==> src/hdl/lsfc_pkg.sv <==
// Shared types, constants and a helper function for the LED scanner fade controller.
`default_nettype none

package lsfc_pkg;

    // Widths of the payload and state fields.
    localparam int ADC_W    = 8;
    localparam int LEVEL_W  = 8;
    localparam int TICKS_W  = 16;
    localparam int MODE_W   = 4;
    localparam int SPEED_W  = 11;
    localparam int PROD_W   = TICKS_W + SPEED_W;
    localparam int CFG_W    = 16;
    localparam int CFG_IDX_W = 2;

    // Register indexes on the configuration port.
    localparam logic [CFG_IDX_W-1:0] CFG_STEP_THRESHOLD  = 2'd0;
    localparam logic [CFG_IDX_W-1:0] CFG_DEBOUNCE_LIMIT  = 2'd1;
    localparam logic [CFG_IDX_W-1:0] CFG_PEAK_BRIGHTNESS = 2'd2;

    // Configuration reset values.
    localparam logic [TICKS_W-1:0] THRESHOLD_RESET = 16'd250;
    localparam logic [7:0]         DEBOUNCE_RESET  = 8'd20;
    localparam logic [LEVEL_W-1:0] PEAK_RESET      = 8'h8f;

    // Mode range and LED patterns.
    localparam logic [MODE_W-1:0] MODE_MAX = 4'd9;
    localparam logic [MODE_W-1:0] MODE_ALL = 4'd0;
    localparam logic [MODE_W-1:0] MODE_HALF = 4'd1;
    localparam logic [MODE_W-1:0] MODE_PAIRS = 4'd2;

    localparam logic [7:0] PAT_ALL    = 8'hff;
    localparam logic [7:0] PAT_HALF_A = 8'hf0;
    localparam logic [7:0] PAT_HALF_B = 8'h0f;
    localparam logic [7:0] PAT_PAIR_A = 8'b11001100;
    localparam logic [7:0] PAT_PAIR_B = 8'b00110011;
    localparam logic [7:0] PAT_ODD_A  = 8'b10101010;
    localparam logic [7:0] PAT_ODD_B  = 8'b01010101;

    // Beep codes, also used to tell which button was pressed.
    typedef enum logic [1:0] {
        BEEP_NONE       = 2'd0,
        BEEP_START_STOP = 2'd1,
        BEEP_DOWN       = 2'd2,
        BEEP_UP         = 2'd3
    } beep_t;

    // Configuration registers.
    typedef struct packed {
        logic [TICKS_W-1:0] step_threshold;
        logic [7:0]         debounce_limit;
        logic [LEVEL_W-1:0] peak_brightness;
    } cfg_t;

    // Controller state carried from tick to tick.
    typedef struct packed {
        logic [7:0]         hold_count;
        logic               press_lock;
        logic [MODE_W-1:0]  mode;
        logic               stopped;
        logic [LEVEL_W-1:0] ramp_level;
        logic [TICKS_W-1:0] ramp_ticks;
        logic               ramp_down;
        logic               alternate;
        logic [7:0]         pattern;
        logic [LEVEL_W-1:0] duty;
    } state_t;

    // Speed from the pot sample: ((adc * 100) / 255) * 10 + 10.
    // The divide by 255 is (x + 1) * 257 >> 16, exact for x up to 255 * 257.
    function automatic logic [SPEED_W-1:0] speed_of(input logic [ADC_W-1:0] adc);
        logic [14:0] scaled;
        logic [22:0] recip;
        logic [6:0]  quot;
        logic [SPEED_W-1:0] speed;
        scaled = 15'(adc) * 15'd100;
        recip  = (23'(scaled) + 23'd1) * 23'd257;
        quot   = recip[22:16];
        speed  = SPEED_W'(quot) * SPEED_W'(10) + SPEED_W'(10);
        return speed;
    endfunction

endpackage

`default_nettype wire

==> src/hdl/lsfc_tick.sv <==
// Next-state logic for one control tick: debounce, mode and run control, ramp and pattern.
`default_nettype none

module lsfc_tick (
    input  wire lsfc_pkg::state_t                 st,
    input  wire lsfc_pkg::cfg_t                   cfg,
    input  wire logic [lsfc_pkg::SPEED_W-1:0]     speed,
    input  wire logic                             btn_one,
    input  wire logic                             btn_two,
    input  wire logic                             btn_three,
    output lsfc_pkg::state_t                      st_next,
    output lsfc_pkg::beep_t                       beep
);
    import lsfc_pkg::*;

    logic                all_released;
    logic                multi_held;
    beep_t               which;
    logic                hold_over;
    logic [PROD_W-1:0]   product;
    logic                over;

    // Button decode: the lock needs all three released, two or more held only lock.
    assign all_released = btn_one & btn_two & btn_three;
    assign multi_held   = (!btn_one && !btn_two) || (!btn_one && !btn_three)
                       || (!btn_two && !btn_three);
    assign hold_over    = st.hold_count > cfg.debounce_limit;

    always_comb
    begin
        if (!btn_one) begin
            which = BEEP_START_STOP;
        end else if (!btn_two) begin
            which = BEEP_DOWN;
        end else if (!btn_three) begin
            which = BEEP_UP;
        end else begin
            which = BEEP_NONE;
        end
    end

    // Debounce and press handling, then the ramp on the updated state.
    always_comb
    begin
        st_next = st;
        beep    = BEEP_NONE;

        if (st.press_lock) begin
            if (!all_released) begin
                st_next.hold_count = '0;
            end else if (hold_over) begin
                st_next.hold_count = '0;
                st_next.press_lock = 1'b0;
            end else begin
                st_next.hold_count = st.hold_count + 8'd1;
            end
        end else if (multi_held) begin
            st_next.press_lock = 1'b1;
        end else if (which == BEEP_NONE) begin
            st_next.hold_count = '0;
        end else if (hold_over) begin
            st_next.hold_count = '0;
            st_next.press_lock = 1'b1;
            st_next.ramp_ticks = '0;
            st_next.ramp_level = '0;
            st_next.ramp_down  = 1'b0;
            beep = which;
            case (which)
                BEEP_START_STOP: begin
                    st_next.alternate = 1'b0;
                    st_next.duty      = '0;
                    st_next.stopped   = !st.stopped;
                end
                BEEP_DOWN: begin
                    st_next.mode = (st.mode == '0) ? MODE_MAX : st.mode - 4'd1;
                end
                default: begin
                    st_next.mode = (st.mode == MODE_MAX) ? '0 : st.mode + 4'd1;
                end
            endcase
        end else begin
            st_next.hold_count = st.hold_count + 8'd1;
        end

        // The step product is taken at full width so it never wraps.
        product = PROD_W'(st_next.ramp_ticks) * PROD_W'(speed);
        over    = product > PROD_W'(cfg.step_threshold);

        if (!st_next.stopped) begin
            if (!st_next.ramp_down) begin
                if (st_next.ramp_level == cfg.peak_brightness) begin
                    st_next.ramp_down = 1'b1;
                end else if (over) begin
                    st_next.ramp_level = st_next.ramp_level + 8'd1;
                    st_next.ramp_ticks = '0;
                end else begin
                    st_next.ramp_ticks = st_next.ramp_ticks + 16'd1;
                end
            end else begin
                if (st_next.ramp_level == '0) begin
                    st_next.ramp_down = 1'b0;
                    st_next.alternate = !st_next.alternate;
                end else if (over) begin
                    st_next.ramp_level = st_next.ramp_level - 8'd1;
                    st_next.ramp_ticks = '0;
                end else begin
                    st_next.ramp_ticks = st_next.ramp_ticks + 16'd1;
                end
            end

            case (st_next.mode)
                MODE_ALL:   st_next.pattern = PAT_ALL;
                MODE_HALF:  st_next.pattern = st_next.alternate ? PAT_HALF_B : PAT_HALF_A;
                MODE_PAIRS: st_next.pattern = st_next.alternate ? PAT_PAIR_B : PAT_PAIR_A;
                default:    st_next.pattern = st_next.alternate ? PAT_ODD_B : PAT_ODD_A;
            endcase
            st_next.duty = st_next.ramp_level;
        end
    end

endmodule

`default_nettype wire

==> src/hdl/led_scanner_fade_controller.sv <==
// Top level of the LED scanner fade controller: handshakes, configuration and state registers.
//
// Each input item is one control tick: a speed pot sample and three active-low
// button levels. It is taken on a rising edge with in_valid high and in_stall
// low. Every item gives exactly one result item (pattern, brightness, beep
// code, dark flag and mode) on the output channel, taken when out_valid is
// high and out_stall low.
// The path is two registers deep: the first stage captures the item and works
// out the speed from the pot sample, the second runs the debounce, mode and
// ramp update and holds the result. An accepted item moves on from the input
// stage when the result stage is free, and out_valid then rises with its result;
// one item is taken every cycle while the output flows.
// While out_stall holds a waiting result, one more item can sit in the input
// stage; after that in_stall rises until the result is taken. A held result
// does not change.
// Configuration writes go through cfg_write, cfg_index and cfg_data and must be
// made only while the block is idle, which the block itself does not enforce;
// an index past the last register is ignored. Reset clears all controller state,
// empties both stages and loads the default threshold, debounce limit and peak brightness.
`default_nettype none

module led_scanner_fade_controller (
    input  wire logic                             clk,
    input  wire logic                             rst_n,
    input  wire logic                             in_valid,
    output logic                                  in_stall,
    input  wire logic [lsfc_pkg::ADC_W-1:0]       adc_level,
    input  wire logic                             button_one,
    input  wire logic                             button_two,
    input  wire logic                             button_three,
    output logic                                  out_valid,
    input  wire logic                             out_stall,
    output logic [7:0]                            led_pattern,
    output logic [lsfc_pkg::LEVEL_W-1:0]          brightness,
    output logic [1:0]                            beep_code,
    output logic                                  dark,
    output logic [lsfc_pkg::MODE_W-1:0]           mode_now,
    input  wire logic                             cfg_write,
    input  wire logic [lsfc_pkg::CFG_IDX_W-1:0]   cfg_index,
    input  wire logic [lsfc_pkg::CFG_W-1:0]       cfg_data
);
    import lsfc_pkg::*;

    cfg_t               cfg_reg;
    state_t             st_reg;
    state_t             st_next;
    beep_t              beep_reg;
    beep_t              beep_next;
    logic               stage_valid_reg;
    logic [SPEED_W-1:0] speed_reg;
    logic               btn_one_reg;
    logic               btn_two_reg;
    logic               btn_three_reg;
    logic               out_valid_reg;
    logic               advance;
    logic               take_in;

    // The result stage moves when it is empty or its item is being taken.
    assign advance  = !out_valid_reg || !out_stall;
    assign in_stall = stage_valid_reg && !advance;
    assign take_in  = in_valid && !in_stall;

    // Configuration registers.
    always_ff @(posedge clk or negedge rst_n)
    begin
        if (!rst_n) begin
            cfg_reg.step_threshold  <= THRESHOLD_RESET;
            cfg_reg.debounce_limit  <= DEBOUNCE_RESET;
            cfg_reg.peak_brightness <= PEAK_RESET;
        end else if (cfg_write) begin
            case (cfg_index)
                CFG_STEP_THRESHOLD:  cfg_reg.step_threshold  <= cfg_data;
                CFG_DEBOUNCE_LIMIT:  cfg_reg.debounce_limit  <= cfg_data[7:0];
                CFG_PEAK_BRIGHTNESS: cfg_reg.peak_brightness <= cfg_data[LEVEL_W-1:0];
                default: ;
            endcase
        end
    end

    // Input stage valid flag.
    always_ff @(posedge clk or negedge rst_n)
    begin
        if (!rst_n) begin
            stage_valid_reg <= 1'b0;
        end else if (take_in) begin
            stage_valid_reg <= 1'b1;
        end else if (advance) begin
            stage_valid_reg <= 1'b0;
        end
    end

    // Input stage payload: buttons and the speed derived from the pot sample.
    always_ff @(posedge clk)
    begin
        if (take_in) begin
            speed_reg     <= speed_of(adc_level);
            btn_one_reg   <= button_one;
            btn_two_reg   <= button_two;
            btn_three_reg <= button_three;
        end
    end

    lsfc_tick u_tick (
        .st        (st_reg),
        .cfg       (cfg_reg),
        .speed     (speed_reg),
        .btn_one   (btn_one_reg),
        .btn_two   (btn_two_reg),
        .btn_three (btn_three_reg),
        .st_next   (st_next),
        .beep      (beep_next)
    );

    // Controller state and result stage; the state doubles as the result payload.
    always_ff @(posedge clk or negedge rst_n)
    begin
        if (!rst_n) begin
            st_reg        <= '0;
            beep_reg      <= BEEP_NONE;
            out_valid_reg <= 1'b0;
        end else if (advance) begin
            out_valid_reg <= stage_valid_reg;
            if (stage_valid_reg) begin
                st_reg   <= st_next;
                beep_reg <= beep_next;
            end
        end
    end

    assign out_valid   = out_valid_reg;
    assign led_pattern = st_reg.pattern;
    assign brightness  = st_reg.duty;
    assign beep_code   = beep_reg;
    assign dark        = st_reg.stopped;
    assign mode_now    = st_reg.mode;

endmodule

`default_nettype wire

==> config.mk <==
export PLATFORM = sky130hd
export DESIGN_NAME = led_scanner_fade_controller
export DESIGN_NICKNAME = d
export VERILOG_FILES = /design/src/hdl/lsfc_pkg.sv /design/src/hdl/lsfc_tick.sv /design/src/hdl/led_scanner_fade_controller.sv
export SDC_FILE = /design/constraint.sdc
export NUM_CORES = 1
export LEC_CHECK = 0
export BUFFER_PORTS_ARGS = -buffer_cell sky130_fd_sc_hd__buf_4
export CORE_UTILIZATION = 55
export DETAILED_ROUTE_END_ITERATION = 8
export PLACE_DENSITY = 0.72
export SYNTH_ARGS = -nofsm -noshare
export SYNTH_HDL_FRONTEND = slang
export SYNTH_SLANG_ARGS = --single-unit
export TNS_END_PERCENT = 20
==> constraint.sdc <==
create_clock -name clk -period 11.2 [get_ports clk]
set_input_delay 1.12 -clock clk [delete_from_list [all_inputs] [get_ports clk]]
set_output_delay 1.12 -clock clk [all_outputs]
set_load 0.05 [all_outputs]
; ---- Yosys cells after proc, flatten, opt, wreduce, memory -nomap -nowiden
; Index checks and enable logic that the tools add are counted.
[totals]
ff_bits = 106
[op_classes]
reduce_logical = 30
order_cmp = 2
eq_ne = 14
bitwise = 3
multipliers = 4
n_addsub = 8
n_mux = 46
[op_table]
columns = operator, n
row1 = $mux W8, 14
row2 = $mux W32, 2
row3 = $mux W31, 2
row4 = $mux W24, 2
row5 = $mux W42, 1
row6 = $gt A27 B16 Y1, 1
row7 = $mul A16 B11 Y27, 1
row8 = $mux W25, 1
row9 = $pmux W8 S3, 1
row10 = $mul A16 B9 Y23 const B, 1
row11 = $add A15 B1 Y16 const B, 1
row12 = $add A16 B1 Y16 const B, 1
row13 = $add A8 B1 Y8 const B, 2
row14 = $mux W16, 1
row15 = $mux W2, 8
row16 = $mul A8 B5 Y13 const B, 1
row17 = $add A11 B4 Y11 const B, 1
row18 = $mul A7 B3 Y10 const B, 1
row19 = $mux W1, 10
row20 = $logic_not A1 Y1, 9
row21 = $mux W9, 1
row22 = $eq A8 B8 Y1, 1
row23 = $gt A8 B8 Y1, 1
row24 = $logic_not A4 Y1, 2
row25 = other kinds (22), 41

; ---- Longest topological paths before layout
; Gate-level depths: netlist of run 1.
[logic_depth]
word_depth = 16
ltp_mapped = 41

; ---- Modules after synthesis
; From an unflattened synthesis of run 1, not the netlist that was laid out.
[unflattened]
cells_unflattened = 1606
area_unflattened_um2 = 14335.0
[by_module_without_submodules]
columns = module, area_each_um2, seq_area_each_um2, instances, cells_per_inst
row1 = lsfc_tick, 8697.1, 0.0, 1, 1196
row2 = led_scanner_fade_controller, 5637.9, 2708.8, 1, 410

; ---- Least setup slack after synthesis of run 1
; OpenSTA, ideal clock, no wires.
[synth_timing]
path_type = reg2reg
startpoint = register cfg_reg[12] (netlist name)
endpoint = register st_reg[20] (netlist name)
path_stages_with_launch = 39
path_slack_ps = 2284
n_path_buf = 4
arrival_ps = 8848
t_required_ps = 11131
path_cell_list = dfstp_2 -> inv_1 -> ha_1 -> nand4_1 -> nor2_2 -> nor2_1 -> o21ai_4 -> clkbuf_1 -> clkbuf_1 -> clkbuf_1 -> and2_1 -> clkbuf_1 -> nand2_1 -> fa_1 -> fa_1 -> inv_1 -> fa_1 -> fa_1 -> (+3 left out) -> ha_1 -> a21o_1 -> nand2_1 -> nand2_1 -> or2_2 -> a21oi_1 -> xnor2_1 -> ha_1 -> nand4_1 -> or4_1 -> o21ai_0 -> a31o_2 -> o2111ai_1 -> nor4_4 -> nand4_4 -> a21oi_4 -> or3b_1 -> nand3_1
[synth_via]
elab_chain_cells = 11
word_cells_on_any_way = 15
cone_classes = 1 x add/sub / 1 x mul / 2 x order compare / 1 x eq/ne / 9 x mux / 1 x reduce/logical
[synth_lines]
columns = item, line
row1 = start: declaration, led_scanner_fade_controller.sv:44  ; cfg_t cfg_reg;
row2 = $gt A8 B8 Y1 *, lsfc_tick.sv:27  ; assign hold_over = st.hold_count > cfg.debounce_limit;
row3 = $mux W32 *, lsfc_tick.sv:61  ; end else if (hold_over) begin
row4 = $mux W32 *, lsfc_tick.sv:59  ; end else if (which == BEEP_NONE) begin
row5 = $mux W31 *, lsfc_tick.sv:57  ; end else if (multi_held) begin
row6 = $mux W31 *, lsfc_tick.sv:48  ; if (st.press_lock) begin
row7 = $mul A16 B11 Y27, lsfc_tick.sv:86  ; product = PROD_W'(st_next.ramp_ticks) * PROD_W'(speed);
row8 = $gt A27 B16 Y1, lsfc_tick.sv:87  ; over = product > PROD_W'(cfg.step_threshold);
row9 = $mux W16, "lsfc_tick.sv:93, lsfc_tick.sv:103"
row10 = "$mux W24, on equally long branches", "lsfc_tick.sv:91, lsfc_tick.sv:100"
row11 = $mux W25, lsfc_tick.sv:90  ; if (!st_next.ramp_down) begin
row12 = $mux W42 *, lsfc_tick.sv:89  ; if (!st_next.stopped) begin
row13 = end signal: assignment, led_scanner_fade_controller.sv:124  ; st_reg <= st_next;
row14 = end: declaration, led_scanner_fade_controller.sv:45  ; state_t st_reg;
; Every way passes the cells marked *; elsewhere a longest branch is shown, timed or not.
; A chain may end at the register's enable or synchronous reset.

; ---- Worst setup path after layout of run 1
[layout_timing]
startpoint = register cfg_reg[12] (netlist name)
endpoint = register st_reg[30] (netlist name)
; The elaborated chain is that of the path after synthesis.

==> qor.yml, run 1 <==
run_status:
  outcome: "finished, final reports clean"
timing:
  relSlewSlack_pct: 23.5
  fin_setup_tns_ps: 0
  rsz0062_at_grt: "no"
  tightest_slew_ps: 1140
  fin_crit_sh_pct: 85.9
  period_needed_ps: 9620
  setup_viol_count_final: 0
  finalMaxSlewViolations: 0
  max_freq_mhz: 104
  skew_ps: 20.1
  hold_viol: 0
  whs_ps: 488
final_layout:
  fillCellCount: 2136
  final_layout_size_suffix_gt1_share_pct: 9.10
  nets: 1827
  syn_to_final_growth_pct: 5.92
  multi_input_area_um2: 9390
  largest_reg_flops: 35
  seq_area_um2: 2710
  final_util_pct: 59.7
  diodes: 0
cts:
  cts_hold_buf: 0
  cts_root_buf: "clkbuf_16"
  post_cts_buffers: 0
  cts_max_level: 3
  ctsResizeCount: 0
  cts_tree: "built"
  cts_buffer_depth: 2
  cts_buffers: 9
  insertion_delay_ps: 380
  clkTransAtPathRegs_ps: 100
  cts_sinks: 105
floorplanning:
  design.core.area_um2: 23600
  io_pins: 59
  die_h_um: 158
  start_util_pct: 56.4
  rows: 56
  dieArea_um2: 24800
  fp.dieW_um: 158
synthesis:
  synth-seq-cells: 105
  seq_area_frac_synth_pct: 20.3
  synth_area_um2: 13300
  synthTopCellsByArea: "fa_1, dfrtp_1, ha_1"
  yosysTopAreaCell: "fa_1"
  yosys_warnings: 0
  synth_top_area_share_pct: 17.3
  ys_types: 90
  synthArstFlopShare_pct: 87.6
  synth.avg_cell_area_um2: 8.66
  syn_inst: 1538
  syn-num-nets: 1842
  synth_edf_count: 13
  synth_ff_type: "dfrtp_1"
routing:
  num_vias: 10800
  drt-total-wl_mm: 31.7
  viasPerCell: 5.85
  ant_nets: 0
  first_pass_iters: 5
  drt-initial-drc-count: 747
  wl_per_cell_um: 17.2
  route.detailed.drc: 0
setup_path:
  slowest_stage: "a21oi_2"
  required_ps: 11490
  start_kind: "flip-flop"
  crit_path_end_kind: "flip-flop"
  critPathMaxStageDelay_ps: 570
  criticalPathCategory: "reg2reg"
  arrival_ps: 9910
  cp_common_cell: "fa_1"
  reg2reg_depth: 34
  crit_fanout: 96
place:
  routabilityCongestion: 0.886
  io_buffers: 58
  dpl.hpwl_mm: 24.5
worst_hold_path:
  hold_class: "reg2reg"
  hold_depth: 1
global_route:
  grt_pass1_vias: 10800
  grt_start_max_net_pins: 97
  grt_antenna_before_repair: 0
  grt-ovfl-total: 0
  grtUsageTotal_pct: 27.4
  grt_pass1_wl_mm: 53.4
run:
  drv_cap: 0
pwr:
  cellPowerDensity_nw_per_um2: 192
  cellLeakagePower_nw: 7.19
  peakVddDrop_mv: 0.228
[power by group]
| group | total (mW) | leakage [nW] | switching (mW) | internal [mW] |
|---|---|---|---|---|
| logic | 1.70 | 5.79 | 1.01 | 0.692 |
| clock network | 0.340 | 0.152 | 0.178 | 0.162 |
| registers | 0.665 | 1.25 | 0.167 | 0.498 |
| total | 2.71 | 7.19 | 1.36 | 1.35 |
[path summary, 6_finish.rpt]
| kind | startpoint | to | slack [ps] |
|---|---|---|---|
| setup / recovery | cfg_reg[12] | st_reg[30] | 1580 |
| hold / removal | led_pattern[2] | led_pattern[2] | 490 |
| setup reg to reg | cfg_reg[12] | st_reg[30] | 1580 |
| hold reg to reg | led_pattern[2] | led_pattern[2] | 490 |
| max in group asynchronous | rst_n | st_reg[49] | 9340 |
| min in group asynchronous | rst_n | brightness[3] | 650 |
[cell families after synthesis]
family | count (synthesis) | synth area share [%]
muxes | 32 | 2.63
DFF | 105 | 20.3
AOI/OAI and AO/OA | 271 | 13.5
adders and majority gates | 270 | 31.8
and+or+nand+nor | 500 | 18.8
buffers and inverters | 304 | 9.25
xor gates and xnor gates | 56 | 3.68
[cell type report]
type / count / area share (%)
multi-input combinational: 1129 / 66.5
clock buffer: 9 / 1.60
timing repair buffer: 64 / 3.49
inverter: 214 / 5.69
clock inverter: 7 / 0.647
sequential: 105 / 19.2
tap: 319 / 2.83
[placed cells by master, fill, tap and decap left out, types with 17 or more instances in the layout]
| master | count |
|---|---|
| mux2_2 | 20 |
| nand2_1 | 198 |
| dfrtp_1 | 79 |
| nor2_1 | 64 |
| and3_1 | 80 |
| fa_1 | 115 |
| o21ai_0 | 70 |
| nand4_1 | 21 |
| xnor2_1 | 35 |
| nand2b_1 | 17 |
| buf_4 | 63 |
| a21o_1 | 17 |
| xor2_1 | 21 |
| ha_1 | 155 |
| nor3_1 | 18 |
| inv_1 | 214 |
| a21oi_1 | 61 |
| and2_1 | 19 |
| nand3_1 | 26 |
[worst max-delay path: cells and delay by family (launching register included)]
kind                       cells  cell delay (ps)
xor gates and xnor gates       1              100
buffers and inverters          5              560
adders and majority gates      8             3440
and+or+nand+nor               10             2640
DFF                            1              530
AOI/OAI and AO/OA             10             2260
[stage by stage]
step	cells	total power, mW	cell area [µm²]	setup WS [ps]
4_1_cts	1847	2.71	14100	1660
2_1_floorplan	1538	1.92	13300	2280
6_report	1847	2.71	14100	1580
3_3_place_gp	1831	2.31	13800	1950
3_5_place_dp	1831	2.36	13800	1730
5_1_grt	1847	2.98	14100	1020
[synthesized netlist by cell type (11+ instances only)]
master,count
inv_1,214
nand2_1,198
ha_1,155
fa_1,115
and3_1,80
dfrtp_1,79
o21ai_0,70
nor2_1,64
a21oi_1,61
clkbuf_1,60
xnor2_1,35
nand3_1,26
nand4_1,21
xor2_1,21
buf_4,20
mux2_2,20
and2_1,19
nor3_1,18
a21o_1,17
nand2b_1,17
dfstp_2,13
edfxtp_1,13
a31oi_1,11
mux2i_1,11
[layer usage]
metal	up-vias	wire, µm	global-route usage (%)	share of wire (%)
li1	5158	-	-	-
met1	5240	14200	37.8	45
met2	359	14800	44.9	47
met3	54	1950	3.89	6.2
met4	0	727	7.49	2.3
met5	-	0	0	0
(Power assumes the default switching activity.)
==> run 2, diff against run 1 <==
--- a/config.mk
+++ b/config.mk
@@ -11,5 +11,6 @@
 export PLACE_DENSITY = 0.72
 export SYNTH_ARGS = -nofsm -noshare
 export SYNTH_HDL_FRONTEND = slang
+export SYNTH_HIERARCHICAL = 1
 export SYNTH_SLANG_ARGS = --single-unit
 export TNS_END_PERCENT = 20
==> run 2 against run 1 <==
Compared with the run above:
- combinational power increased by 69%
- setup slack lost 850 ps
- clock skew decreased by 4.2 ps
- worst hold slack improved by 10 ps
- sequential power up 11%
- core utilization about the same
- flip-flop and latch count unchanged
- synthesized cell count is 4.4% higher
==> qor.yml, run 2 <==
floorplanning:
  rows: 58  # was 56
  dieArea_um2: 26700  # was 24800 µm²
  die_h_um: 163  # was 158 µm
  io_pins: 59  # unchanged
  design.core.area_um2: 25400  # was 23600 µm²
  fp.dieW_um: 163  # was 158 µm
  start_util_pct: 56.4  # about the same
timing:
  fin_setup_tns_ps: 0  # unchanged
  setup_viol_count_final: 0  # unchanged
  hold_viol: 0  # unchanged
  relSlewSlack_pct: 18.0  # was 23.5%
  setup_ws_ps: 733  # was 1580 ps
  finalMaxSlewViolations: 0  # unchanged
  whs_ps: 498  # was 488 ps
  skew_ps: 15.9  # was 20.1 ps
  max_freq_mhz: 95.5  # was 104 MHz
  tightest_slew_ps: 1220  # was 1140 ps
  rsz0062_at_grt: "no"  # unchanged
  period_needed_ps: 10470  # was 9620 ps
  fin_crit_sh_pct: 93.5  # was 85.9%
cts:
  cts_hold_buf: 0  # unchanged
  cts_buffer_depth: 2  # unchanged
  insertion_delay_ps: 370  # was 380 ps
  cts_max_level: 3  # unchanged
  clkTransAtPathRegs_ps: 80  # was 100 ps
  post_cts_buffers: 0  # unchanged
  cts_root_buf: "clkbuf_16"  # unchanged
  cts_tree: "built"  # unchanged
  cts_buffers: 9  # unchanged
  ctsResizeCount: 0  # unchanged
  cts_sinks: 105  # unchanged
routing:
  drt-total-wl_mm: 34.4  # was 31.7 mm
  viasPerCell: 5.97  # was 5.85
  num_vias: 11600  # was 10800
  route.detailed.drc: 0  # unchanged
  first_pass_iters: 6  # was 5
  wl_per_cell_um: 17.8  # was 17.2 µm
  ant_nets: 0  # unchanged
  drt-initial-drc-count: 930  # was 747
synthesis:
  synthArstFlopShare_pct: 87.6  # unchanged
  synth.most_common_cell: "inv_1"  # unchanged
  synth_edf_count: 13  # unchanged
  yosysTopAreaCell: "fa_1"  # unchanged
  ys_types: 94  # was 90
  yosys_warnings: 6  # was 0
  synth_top_area_share_pct: 18.0  # was 17.3%
  synth.avg_cell_area_um2: 8.93  # was 8.66 µm²
  synth_ff_type: "dfrtp_1"  # unchanged
  synthTopCellsByCount: "inv_1, nand2_1, ha_1"  # unchanged
  seq_area_frac_synth_pct: 18.9  # was 20.3%
  synth-seq-cells: 105  # unchanged
  syn_inst: 1606  # was 1538
  synth_area_um2: 14300  # was 13300 µm²
  synthTopCellsByArea: "fa_1, dfrtp_1, ha_1"  # unchanged
pwr:
  cellPowerDensity_nw_per_um2: 260  # was 192 nW/µm²
  peakVddDrop_mv: 0.396  # was 0.228 mV
  finalPower_mw: 3.95  # was 2.71 mW
  cellLeakagePower_nw: 7.51  # was 7.19 nW
setup_path:
  slowest_stage: "nor4_4"  # was a21oi_2
  arrival_ps: 10720  # was 9910 ps
  crit_path_end_kind: "flip-flop"  # unchanged
  r2r-start: "cfg_reg[12]"  # unchanged
  criticalPathCategory: "reg2reg"  # unchanged
  start_kind: "flip-flop"  # unchanged
  critPathMaxStageDelay_ps: 970  # was 570 ps
  crit_start: "cfg_reg[12]"  # unchanged
  critPathTopFamily: "adder cells"  # unchanged
  crit_fanout: 39  # was 96
  required_ps: 11450  # was 11490 ps
  path_buf_inv: 5  # unchanged
final_layout:
  syn_to_final_growth_pct: 5.94  # was 5.92%
  largest_reg_flops: 35  # unchanged
  layout.cells.most_common: "inv_1"  # unchanged
  seq_area_um2: 2710  # unchanged
  design_area_um2: 15200  # was 14100 µm²
  fillCellCount: 2258  # was 2136
  final_cells: 1936  # was 1847
  final_layout_size_suffix_gt1_share_pct: 13.6  # was 9.10%
  nets: 1912  # was 1827
  diodes: 0  # unchanged
  most-common-layout-cells: "inv_1, nand2_1, ha_1"  # unchanged
  multi_input_area_um2: 10500  # was 9390 µm²
  final_util_pct: 59.8  # was 59.7%
place:
  io_buffers: 58  # unchanged
  dpl.hpwl_mm: 26.1  # was 24.5 mm
  placed_area_um2: 14900  # was 13800 µm²
  dp_cells: 1920  # was 1831
  routabilityCongestion: 0.944  # was 0.886
  pre_cts_ws_ps: 912  # was 1730 ps
global_route:
  grt_antenna_before_repair: 0  # unchanged
  grt_start_max_net_pins: 70  # was 97
  grt-ovfl-total: 0  # unchanged
  grtUsageTotal_pct: 26.6  # was 27.4%
  grt_pass1_vias: 11500  # was 10800
  grt_pass1_wl_mm: 56.7  # was 53.4 mm
run:
  drv_cap: 0  # unchanged
worst_hold_path:
  hold_class: "reg2reg"  # unchanged
  holdCritStartpoint: "stage_valid_reg"  # was led_pattern[2]
run_status:
  outcome: "finished, final reports clean"  # unchanged
-- run 2: logic make-up (layout without fill, tap and decap cells) --
logic type      count (synthesis)  count (layout)  synth area share (%)
compound gates                256             256                  12.4
xor+xnor                       62              62                  3.97
fa+ha+maj                     277             277                  30.9
buf+inv                       290             284                  8.28
flops                         105             105                  18.9
mux                            95              95                  7.45
other cells                     1               7                0.0262
simple gates                  520             520                  18.0
-- run 2: path summary, 6_finish.rpt --
kind,endpoint,slack (ps),cells after the start
setup / recovery,brightness[2],730,37
hold / removal,out_valid,500,1
setup reg to reg,brightness[2],730,37
hold reg to reg,out_valid,500,1
max in group asynchronous,st_reg[17],9310,2
min in group asynchronous,cfg_reg[30],640,1
-- run 2: cell type report --
cell class	count	share of cell area, %
multi-input cells	1217	69.1
inverters	198	4.89
clock inverters	6	0.453
clock buffers	10	1.57
repair buffers	70	3.46
well taps	330	2.72
flip-flops and latches	105	17.8
-- run 2: power breakdown --
| part | switching (mW) | internal, mW |
|---|---|---|
| sequential | 0.218 | 0.523 |
| combinational | 1.70 | 1.18 |
| clock | 0.168 | 0.164 |
-- run 2: metal layers --
metal | routed length (µm) | vias up | global-route usage [%] | part of all wire [%]
li1 | - | 5445 | - | -
met1 | 14900 | 5691 | 34.8 | 43
met2 | 16800 | 367 | 45.5 | 49
met3 | 1900 | 61 | 3.10 | 5.5
met4 | 853 | 0 | 8.67 | 2.5
met5 | 0 | - | 0 | 0
